--- config.mk ---
export PLATFORM = sky130hd
export DESIGN_NAME = sorted_store_with_binary_search
export DESIGN_NICKNAME = d
export VERILOG_FILES = /design/src/hdl/ssbs_pkg.sv /design/src/hdl/ssbs_dp.sv /design/src/hdl/ssbs_ctrl.sv /design/src/hdl/sorted_store_with_binary_search.sv
export SDC_FILE = /design/constraint.sdc
export NUM_CORES = 1
export LEC_CHECK = 0
export BUFFER_PORTS_ARGS = -buffer_cell sky130_fd_sc_hd__buf_2
export CORE_ASPECT_RATIO = 2
export CORE_MARGIN = 8
export CORE_UTILIZATION = 40
export DETAILED_ROUTE_END_ITERATION = 6
export PLACE_DENSITY = 0.62
export RECOVER_POWER = 25
export SLEW_MARGIN = 40
export SYNTH_ARGS = -nofsm -noshare
export SYNTH_HDL_FRONTEND = slang
export SYNTH_SLANG_ARGS = --single-unit
--- constraint.sdc ---
create_clock -name clk -period 9.33 [get_ports clk]
set_input_delay 0.933 -clock clk [delete_from_list [all_inputs] [get_ports clk]]
set_output_delay 0.933 -clock clk [all_outputs]
set_load 0.005 [all_outputs]
--- src/hdl/ssbs_pkg.sv ---
package ssbs_pkg;

  // Store geometry
  localparam int DEPTH      = 16;
  localparam int VALUE_BITS = 16;
  localparam int IDX_W      = $clog2(DEPTH);
  localparam int CNT_W      = $clog2(DEPTH + 1);

  // Operation codes on func
  localparam logic FUNC_INSERT = 1'b0;
  localparam logic FUNC_SEARCH = 1'b1;

  // Status codes
  localparam logic STATUS_OK   = 1'b0;
  localparam logic STATUS_FULL = 1'b1;

  // Commands from controller to datapath
  typedef struct packed {
    logic load;        // capture value, set up pointer and search bounds
    logic ins_rd;      // read entry below insert pointer
    logic shift;       // move entry up one place, read next one down
    logic place;       // write value at insert pointer, grow store
    logic probe;       // read midpoint entry
    logic narrow;      // update search bounds after a miss
    logic finish;      // capture result fields
    logic fin_status;
    logic fin_found;
  } ssbs_cmd_t;

  // Status from datapath to controller
  typedef struct packed {
    logic full;
    logic ptr_zero;
    logic ptr_one;
    logic gt;          // read entry above value
    logic eq;          // read entry equals value
    logic range_empty; // search bounds crossed
  } ssbs_sts_t;

endpackage

--- src/hdl/ssbs_dp.sv ---
module ssbs_dp
  import ssbs_pkg::*;
(
  input  logic                  clk,
  input  logic                  rst,
  input  ssbs_cmd_t             cmd,
  input  logic [VALUE_BITS-1:0] grade_value,
  output ssbs_sts_t             sts,
  output logic                  status,
  output logic                  found,
  output logic [IDX_W-1:0]      position,
  output logic [VALUE_BITS-1:0] lowest,
  output logic [VALUE_BITS-1:0] highest,
  output logic [CNT_W-1:0]      count
);

  logic [VALUE_BITS-1:0] mem [DEPTH];
  logic [VALUE_BITS-1:0] rd_data;
  logic [VALUE_BITS-1:0] val;
  logic [CNT_W-1:0]      ptr;
  logic [CNT_W-1:0]      lo;
  logic [CNT_W-1:0]      hx;      // exclusive upper bound
  logic [IDX_W-1:0]      mid;

  logic [CNT_W-1:0]      ptr_m1;
  logic [CNT_W-1:0]      ptr_m2;
  logic [CNT_W-1:0]      span;
  logic [CNT_W-1:0]      mid_sum;
  logic [IDX_W-1:0]      mid_c;
  logic                  mem_we;
  logic [IDX_W-1:0]      wr_addr;
  logic [IDX_W-1:0]      rd_addr;
  logic [VALUE_BITS-1:0] wr_data;

  // Address arithmetic
  always_comb begin
    ptr_m1  = ptr - CNT_W'(1);
    ptr_m2  = ptr - CNT_W'(2);
    span    = hx - lo - CNT_W'(1);
    mid_sum = lo + (span >> 1);
    mid_c   = mid_sum[IDX_W-1:0];
    mem_we  = cmd.shift | cmd.place;
    wr_addr = ptr[IDX_W-1:0];
    wr_data = cmd.shift ? rd_data : val;
    if (cmd.probe) begin
      rd_addr = mid_c;
    end else if (cmd.shift) begin
      rd_addr = ptr_m2[IDX_W-1:0];
    end else begin
      rd_addr = ptr_m1[IDX_W-1:0];
    end
  end

  // Entry memory, registered read
  always_ff @(posedge clk) begin
    if (mem_we) begin
      mem[wr_addr] <= wr_data;
    end
    rd_data <= mem[rd_addr];
  end

  // Working registers
  always_ff @(posedge clk) begin
    if (cmd.load) begin
      val <= grade_value;
      ptr <= count;
      lo  <= '0;
      hx  <= count;
    end
    if (cmd.shift) begin
      ptr <= ptr_m1;
    end
    if (cmd.probe) begin
      mid <= mid_c;
    end
    if (cmd.narrow) begin
      if (rd_data > val) begin
        hx <= {1'b0, mid};
      end else begin
        lo <= {1'b0, mid} + CNT_W'(1);
      end
    end
  end

  // Fill count and end values
  always_ff @(posedge clk) begin
    if (rst) begin
      count   <= '0;
      lowest  <= '0;
      highest <= '0;
    end else if (cmd.place) begin
      count <= count + CNT_W'(1);
      if (ptr == '0) begin
        lowest <= val;
      end
      if (ptr == count) begin
        highest <= val;
      end
    end
  end

  // Result fields
  always_ff @(posedge clk) begin
    if (cmd.finish) begin
      status   <= cmd.fin_status;
      found    <= cmd.fin_found;
      position <= cmd.fin_found ? mid : '0;
    end
  end

  assign sts.full        = (count == CNT_W'(DEPTH));
  assign sts.ptr_zero    = (ptr == '0);
  assign sts.ptr_one     = (ptr == CNT_W'(1));
  assign sts.gt          = (rd_data > val);
  assign sts.eq          = (rd_data == val);
  assign sts.range_empty = (lo >= hx);

  a_count_bound: assert property (@(posedge clk) disable iff (rst)
    count <= CNT_W'(DEPTH))
    else $error("fill count beyond depth");

  a_shift_ptr: assert property (@(posedge clk) disable iff (rst)
    cmd.shift |-> ptr != '0)
    else $error("shift below entry zero");

  a_place_not_full: assert property (@(posedge clk) disable iff (rst)
    cmd.place |-> !sts.full)
    else $error("write into full store");

  a_order: assert property (@(posedge clk) disable iff (rst)
    count != '0 |-> lowest <= highest)
    else $error("lowest above highest");

endmodule

--- src/hdl/ssbs_ctrl.sv ---
module ssbs_ctrl
  import ssbs_pkg::*;
(
  input  logic      clk,
  input  logic      rst,
  input  logic      start,
  input  logic      func,
  input  ssbs_sts_t sts,
  output ssbs_cmd_t cmd,
  output logic      busy,
  output logic      done
);

  typedef enum logic [2:0] {
    ST_IDLE,
    ST_INS_RD,
    ST_INS_CMP,
    ST_SRCH_CHK,
    ST_SRCH_CMP
  } state_t;

  state_t state, state_next;
  logic   busy_next;
  logic   done_next;

  // Next state and commands
  always_comb begin
    state_next = state;
    busy_next  = busy;
    done_next  = 1'b0;
    cmd        = '0;
    unique case (state)
      ST_IDLE: begin
        if (start) begin
          cmd.load = 1'b1;
          if (func == FUNC_INSERT && sts.full) begin
            cmd.finish     = 1'b1;
            cmd.fin_status = STATUS_FULL;
            done_next      = 1'b1;
          end else begin
            busy_next  = 1'b1;
            state_next = (func == FUNC_SEARCH) ? ST_SRCH_CHK : ST_INS_RD;
          end
        end
      end
      ST_INS_RD: begin
        if (sts.ptr_zero) begin
          cmd.place  = 1'b1;
          cmd.finish = 1'b1;
          busy_next  = 1'b0;
          done_next  = 1'b1;
          state_next = ST_IDLE;
        end else begin
          cmd.ins_rd = 1'b1;
          state_next = ST_INS_CMP;
        end
      end
      ST_INS_CMP: begin
        if (sts.gt) begin
          cmd.shift = 1'b1;
          if (sts.ptr_one) begin
            state_next = ST_INS_RD;
          end
        end else begin
          cmd.place  = 1'b1;
          cmd.finish = 1'b1;
          busy_next  = 1'b0;
          done_next  = 1'b1;
          state_next = ST_IDLE;
        end
      end
      ST_SRCH_CHK: begin
        if (sts.range_empty) begin
          cmd.finish = 1'b1;
          busy_next  = 1'b0;
          done_next  = 1'b1;
          state_next = ST_IDLE;
        end else begin
          cmd.probe  = 1'b1;
          state_next = ST_SRCH_CMP;
        end
      end
      ST_SRCH_CMP: begin
        if (sts.eq) begin
          cmd.finish    = 1'b1;
          cmd.fin_found = 1'b1;
          busy_next     = 1'b0;
          done_next     = 1'b1;
          state_next    = ST_IDLE;
        end else begin
          cmd.narrow = 1'b1;
          state_next = ST_SRCH_CHK;
        end
      end
      default: begin
        busy_next  = 1'b0;
        state_next = ST_IDLE;
      end
    endcase
  end

  // State and registered handshake outputs
  always_ff @(posedge clk) begin
    if (rst) begin
      state <= ST_IDLE;
      busy  <= 1'b0;
      done  <= 1'b0;
    end else begin
      state <= state_next;
      busy  <= busy_next;
      done  <= done_next;
    end
  end

  a_idle_not_busy: assert property (@(posedge clk) disable iff (rst)
    (state == ST_IDLE) == !busy)
    else $error("busy out of step with state");

  a_done_free: assert property (@(posedge clk) disable iff (rst)
    done |-> !busy)
    else $error("result strobe while busy");

  a_accept_moves: assert property (@(posedge clk) disable iff (rst)
    start && !busy |=> busy || done)
    else $error("accepted transaction went nowhere");

endmodule

--- src/hdl/sorted_store_with_binary_search.sv ---
// Channel   Direction  Handshake             Fields
// command   in         start, busy           func, grade_value
// result    out        done (one-cycle)      status, found, position,
//                                            lowest, highest, count
//
// Insert: each entry above the value moves up one place, then the value is
// written; an empty store takes it directly; a full store reports STATUS_FULL.
// Search: each probe reads the midpoint entry from the registered-read entry
// memory, then compares it and narrows the search bounds after a miss.
// Synchronous active-high reset empties the store; entry contents are not
// cleared, only the fill count and end values. A new command is taken in the
// cycle done is high. done lasts one cycle and the receiver cannot stall it.
module sorted_store_with_binary_search
  import ssbs_pkg::*;
(
  input  logic                  clk,
  input  logic                  rst,
  input  logic                  start,
  output logic                  busy,
  input  logic                  func,
  input  logic [VALUE_BITS-1:0] grade_value,
  output logic                  done,
  output logic                  status,
  output logic                  found,
  output logic [IDX_W-1:0]      position,
  output logic [VALUE_BITS-1:0] lowest,
  output logic [VALUE_BITS-1:0] highest,
  output logic [CNT_W-1:0]      count
);

  ssbs_cmd_t cmd;
  ssbs_sts_t sts;

  ssbs_ctrl u_ctrl (
    .clk   (clk),
    .rst   (rst),
    .start (start),
    .func  (func),
    .sts   (sts),
    .cmd   (cmd),
    .busy  (busy),
    .done  (done)
  );

  ssbs_dp u_dp (
    .clk         (clk),
    .rst         (rst),
    .cmd         (cmd),
    .grade_value (grade_value),
    .sts         (sts),
    .status      (status),
    .found       (found),
    .position    (position),
    .lowest      (lowest),
    .highest     (highest),
    .count       (count)
  );

endmodule
* Word level (Yosys, flattened, before mapping)
Memory sizes are Yosys's and may differ from the RTL's. A register that Yosys moved wholly into a read port is not among the register bits.
Cells that the tools add are included.
** Operators by class
- $add $sub $neg :: 7
- Order comparisons :: 2
- Equal/unequal tests :: 15
- Multiplexer cells :: 49
- Bitwise logic cells :: 2
- Reductions and logical operators :: 9
** Operators with widths (number)
- $mux W5 :: 8
- $mux W1 :: 23
- $eq A16 B16 Y1 :: 1
- $gt A16 B16 Y1 :: 1
- $mux W16 :: 1
- $mux W3 :: 5
- $pmux W1 S5 :: 3
- $pmux W3 S5 :: 1
- $ne A2 B2 Y1 const B :: 6
- $mux W2 :: 5
- $sub A5 B1 Y5 const B :: 2
- $mux W4 :: 2
- $eq A3 B2 Y1 const B :: 2
- $reduce_and A2 Y1 :: 3
- $reduce_and A6 Y1 :: 1
- $add A4 B1 Y5 const B :: 1
- $add A5 B1 Y5 const B :: 1
- $eq A5 B1 Y1 const B :: 1
- $eq A5 B5 Y1 :: 1
- $eq A5 B5 Y1 const B :: 1
- $ge A5 B5 Y1 :: 1
- $logic_not A5 Y1 :: 1
- $sub A5 B5 Y5 :: 1
- $add A4 B4 Y4 :: 1
- 11 further kinds :: 11
** Word-level totals
- Bits in registers :: 83
- Bits in writable memories :: 256
- Output and inout port bits :: 45
- Word-level logic and storage cells :: 99
- Memories :: 1
** Memory list
- u_dp.mem :: words 16, width 16, rd ports 1, clocked after memory_dff 1, wr ports 1, line ssbs_dp.sv:17 : logic [VALUE_BITS-1:0] mem [DEPTH];

* Logic depth before layout (Yosys ltp)
- Depth after elaboration :: 6
- Depth in mapped cells :: 16

* Hierarchy
From an unflattened synthesis, not the netlist that was laid out.
** Second synthesis, totals
- Cell total of the unflattened synthesis :: 1060
- Area, all modules :: 15045.7 sq um
** Modules (own cells, without submodules)
- ssbs_dp :: instances 1, cells an instance 1013, area an instance 14602.8 sq um
- ssbs_ctrl :: instances 1, cells an instance 47, area an instance 442.9 sq um

* Least setup slack after synthesis
Ideal clock, no wire load.
- Path kind :: register -> register
- From :: register u_dp.val[15]
- To :: memory u_dp.mem[0][0] (data pin)
- Library setup time :: 0.330 ns
- Arrival :: 2.839 ns
- Required time :: 9.000 ns
- Slack :: 6.160 ns
- Cell stages (with the launch flop) :: 11
- Cells stage by stage :: edfxtp_1 -> inv_1 -> ha_1 -> nand4_2 -> nor4_4 -> a21boi_2 -> o31a_4 -> nand2_2 -> clkbuf_1 -> clkbuf_1 -> o21ai_0
** On the way
- Cells in the longest elaborated chain, start to end :: 4
** RTL lines
- start, declared :: line ssbs_dp.sv:19 : logic [VALUE_BITS-1:0] val;
- start signal, assigned :: line ssbs_dp.sv:65 : val <= grade_value;
- $gt A16 B16 Y1 :: line ssbs_dp.sv:114 : assign sts.gt = (rd_data > val);
- $mux W1 :: line ssbs_ctrl.sv:59 : if (sts.gt) begin
- $mux W1 :: line ssbs_ctrl.sv:32 : unique case (state)
- $mux W16 :: line ssbs_dp.sv:44 : wr_data = cmd.shift ? rd_data : val;
- via u_dp.wr_data[0] :: line ssbs_dp.sv:33 : logic [VALUE_BITS-1:0] wr_data;
- end, declared :: line ssbs_dp.sv:17
The timed path passes the listed nets, and every way through them passes these cells.

* Worst setup path after layout
- From :: register u_dp.val[13]
- To :: register u_dp.rd_data[5], read port of u_dp.mem
** On the way
- Cells in the longest elaborated chain, start to end :: 5
** RTL lines
- $gt A16 B16 Y1 :: line ssbs_dp.sv:114
- $mux W1 :: line ssbs_ctrl.sv:59
- $mux W1 :: line ssbs_ctrl.sv:32
- $mux W4 :: line ssbs_dp.sv:47 : end else if (cmd.shift) begin
- $mux W4 :: line ssbs_dp.sv:45 : if (cmd.probe) begin
- end, declared :: line ssbs_dp.sv:18 : logic [VALUE_BITS-1:0] rd_data;
Every way passes these cells.
A chain may end at the register's enable or synchronous reset.

==> metrics.yaml <==
worstSetupEndpoint: "u_dp.rd_data[5]"
buffer_ports.inserted: 64
failed_checks: "capacitance limit, slew limit"
nets: 1176
yosysWarnings: 0
area.growth.synth_to_final_pct: 10.4
floorplan.core_area_um2: 37900
max_capacitance_violation_count: 1
timing.critical_path.slowest_cell_delay_ps: 670
post_cts_hold_buffer_count: 0
wl_mm: 38.8
clock_tree_from_tritoncts: "done"
num_antenna_cells: 0
grt_pass1_vias: 9607
drt_pass1_iterations: 5
clock_insertion_delay_worst_skew_ps: 570
critical_path_source_type: "flop"
crit_cells: 14
hold_viol_final: 0
avgSynthCellArea_um2: 14.3
setup_repair_after_global_routing_missed_its_margin: "no"
die_h_um: 293
worst-endpoint-arrival_ps: 5590
drive_gt1_frac: 0.122
max-clock-path-buffers: 3
run_status: "complete, but fails checks"
timing_worst_setup_path_type: "flop to flop"
antenna_violations_before_repair: 0
path_delay_family: "buffers and inverters"
seq_area_frac_synth: 0.648
fp-row-count: 101
worst_ir_drop_vdd_v: 0.000147
dieArea_um2: 45400
clock_sinks: 355
initial_core_util: 0.406
regToRegEndpoint: "u_dp.rd_data[5]"
finalSetupViolations: 0
io_pins: 65
post_cts_resize_count: 0
crit_start: "u_dp.val[13]"
cp_cell_sequence: "inv_1, ha_1, nand4_1, nor4_1, a21boi_0, o31a_4, a21oi_4, buf_4, o31ai_4, buf_6, buf_4, a211oi_1, a211o_1, nand4_1"
final_min_period_over_clock_period: 0.544
worstReg2RegStart: "u_dp.val[13]"
grt_overflow: 0
timing.reg2reg.worst_path_depth: 14
wl_per_cell_um: 24.2
post_cts_setup_buffer_count: 0
max_freq_mhz: 197
place_congestion: 0.844
hpwl_mm: 24.9
syn-instance-count: 1075
die_width_um: 155
asyncSetResetFlopFracSynth: 0
synthDominantCellAreaShare: 0.560
cts-buffers-inserted: 29
detailedRoute.firstIterationViolations: 794
synth-seq-cells: 355
yosys.area.top_type: "edfxtp_1"
minimum_period_implied_by_the_final_worst_setup_slack_ps: 5080
share_of_the_core_filled_with_cells: 0.448
slew-limit-headroom: -0.00890
worst-slew-pin-transition_ps: 1510
top_area_cells_in_the_synthesized_netlist: "edfxtp_1 56%, dfxtp_1 8.8%, mux2i_1 6.4%"
setup.reg_to_reg.worst_slack_ps: 4250
hold_path_class: "flop to flop"
grt_first_pass_wirelength_mm: 58.8
yosys_most_used_dff: "edfxtp_1"
vias_post_dr: 9310
avgViaCountPerCell: 5.81
leakagePower_nw: 6.37
critPathBufInv: 4
grt_max_degree: 85
critical_path.endpoint_type: "flop"
ys_top_cells_by_count: "287 x edfxtp_1, 99 x mux2i_1, 71 x nor2_1"
synth_area_um2: 15400
powerDensity_nw_per_um2: 260
final.setup.tns_ps: 0
cts.reportedPaths.clkPinSlew_ps: 70
skew_ps: 13.9
yosysUniqueCellTypes: 55
critical-path-slowest-cell: "buf_4"
fillerInstances: 3360
worstPathMaxFanout: 81
cts_max_level: 1
drt.antenna.violating_nets: 0
ctsRootBufferMaster: "clkbuf_16"
power.total_w: 0.00442
yosys.cell_count.top_type: "edfxtp_1"
synth_nets: 1134
cp.required_ps: 9840
grt_usage: 0.171
route.detailed.drc: 0
number_of_flops_mapped_to_enable_cells_by_yosys: 287
report.final.slew_viol_count: 17
## worst min-delay path by stage
stage / startpoint / end / cells past startpoint
detailed placement: u_dp.hx[4] / u_dp.hx[4] / 2
floorplan: u_dp.hx[4] / u_dp.hx[4] / 2
CTS: u_dp.hx[4] / u_dp.hx[4] / 2
global placement: u_dp.hx[4] / u_dp.hx[4] / 2
finish: u_dp.hx[4] / u_dp.hx[4] / 2
global route: u_dp.lo[4] / u_dp.lo[4] / 2
## logic make-up after synthesis
group / Yosys count / share of synthesized area
compound gates: 253 / 0.135
xor+xnor: 20 / 0.0114
mux: 115 / 0.0761
flops: 355 / 0.648
fa+ha+maj: 39 / 0.0327
simple gates: 178 / 0.0576
buf+inv: 115 / 0.0392
## cell type report
| class | count | area (µm²) | share of cell area |
|---|---|---|---|
| flip-flops and latches | 355 | 9980 | 0.587 |
| multi-input cells | 605 | 4860 | 0.286 |
| clock buffers | 44 | 861 | 0.0506 |
| well taps | 463 | 579 | 0.0341 |
| repair buffers | 88 | 479 | 0.0282 |
| inverters | 38 | 144 | 0.00847 |
| clock inverters | 10 | 92.6 | 0.00545 |
## metal layers
metal,up-vias,track usage,wire length [µm]
li1,4280,-,-
met1,4687,0.171,13700
met2,260,0.331,21500
met3,83,0.0213,1670
met4,0,0.0951,1990
met5,-,0,0
## tightest hold or removal path, stage by stage (launching register included)
cell and delay, ps:
dfxtp_1 320, nand2_1 50, a21boi_0 70
## placed cells by master (no fill, tap or decap), types with 6 or more instances in the layout
master     instances
a211o_1           64
a211oi_1          65
a21o_1             6
a21oi_1           24
and2_1             7
buf_2             24
buf_4             15
clkbuf_1          50
clkbuf_16         30
dfxtp_1           68
edfxtp_1         287
ha_1              37
inv_1             36
mux2_2            16
mux2i_1           99
nand2_1           33
nand3_1           13
nand4_1           20
nor2_1            57
nor2_2             9
nor3_1             7
o21ai_0           13
o311a_1           64
xnor2_1           11
xor2_1             9
## per-stage QoR
stage | hold WS [ps] | area, µm² | setup WS, ps | cells
4_1_cts | 485 | 17100 | 4610 | 1602
6_report | 485 | 17000 | 4250 | 1603
2_1_floorplan | 445 | 15400 | 6160 | 1075
3_5_place_dp | 475 | 16100 | 4640 | 1548
5_1_grt | 506 | 17000 | 4030 | 1603
3_3_place_gp | 458 | 16100 | 4550 | 1547
## state kept, by name, summed over array words and instances, names as in the netlist, 16 cells and up
signal	flops
u_dp.rd_data	16
u_dp.val	16
u_dp.highest	16
u_dp.lowest	16
u_dp.mem	256
## report_power, final
| group | switching, W | internal (W) | total (W) |
|---|---|---|---|
| Combinational | 0.000805 | 0.000444 | 0.00125 |
| Sequential | 0.0000736 | 0.00187 | 0.00195 |
| Clock | 0.000559 | 0.000670 | 0.00123 |
| Total | 0.00144 | 0.00299 | 0.00442 |
Note: power is estimated with default switching activity, not from simulation.
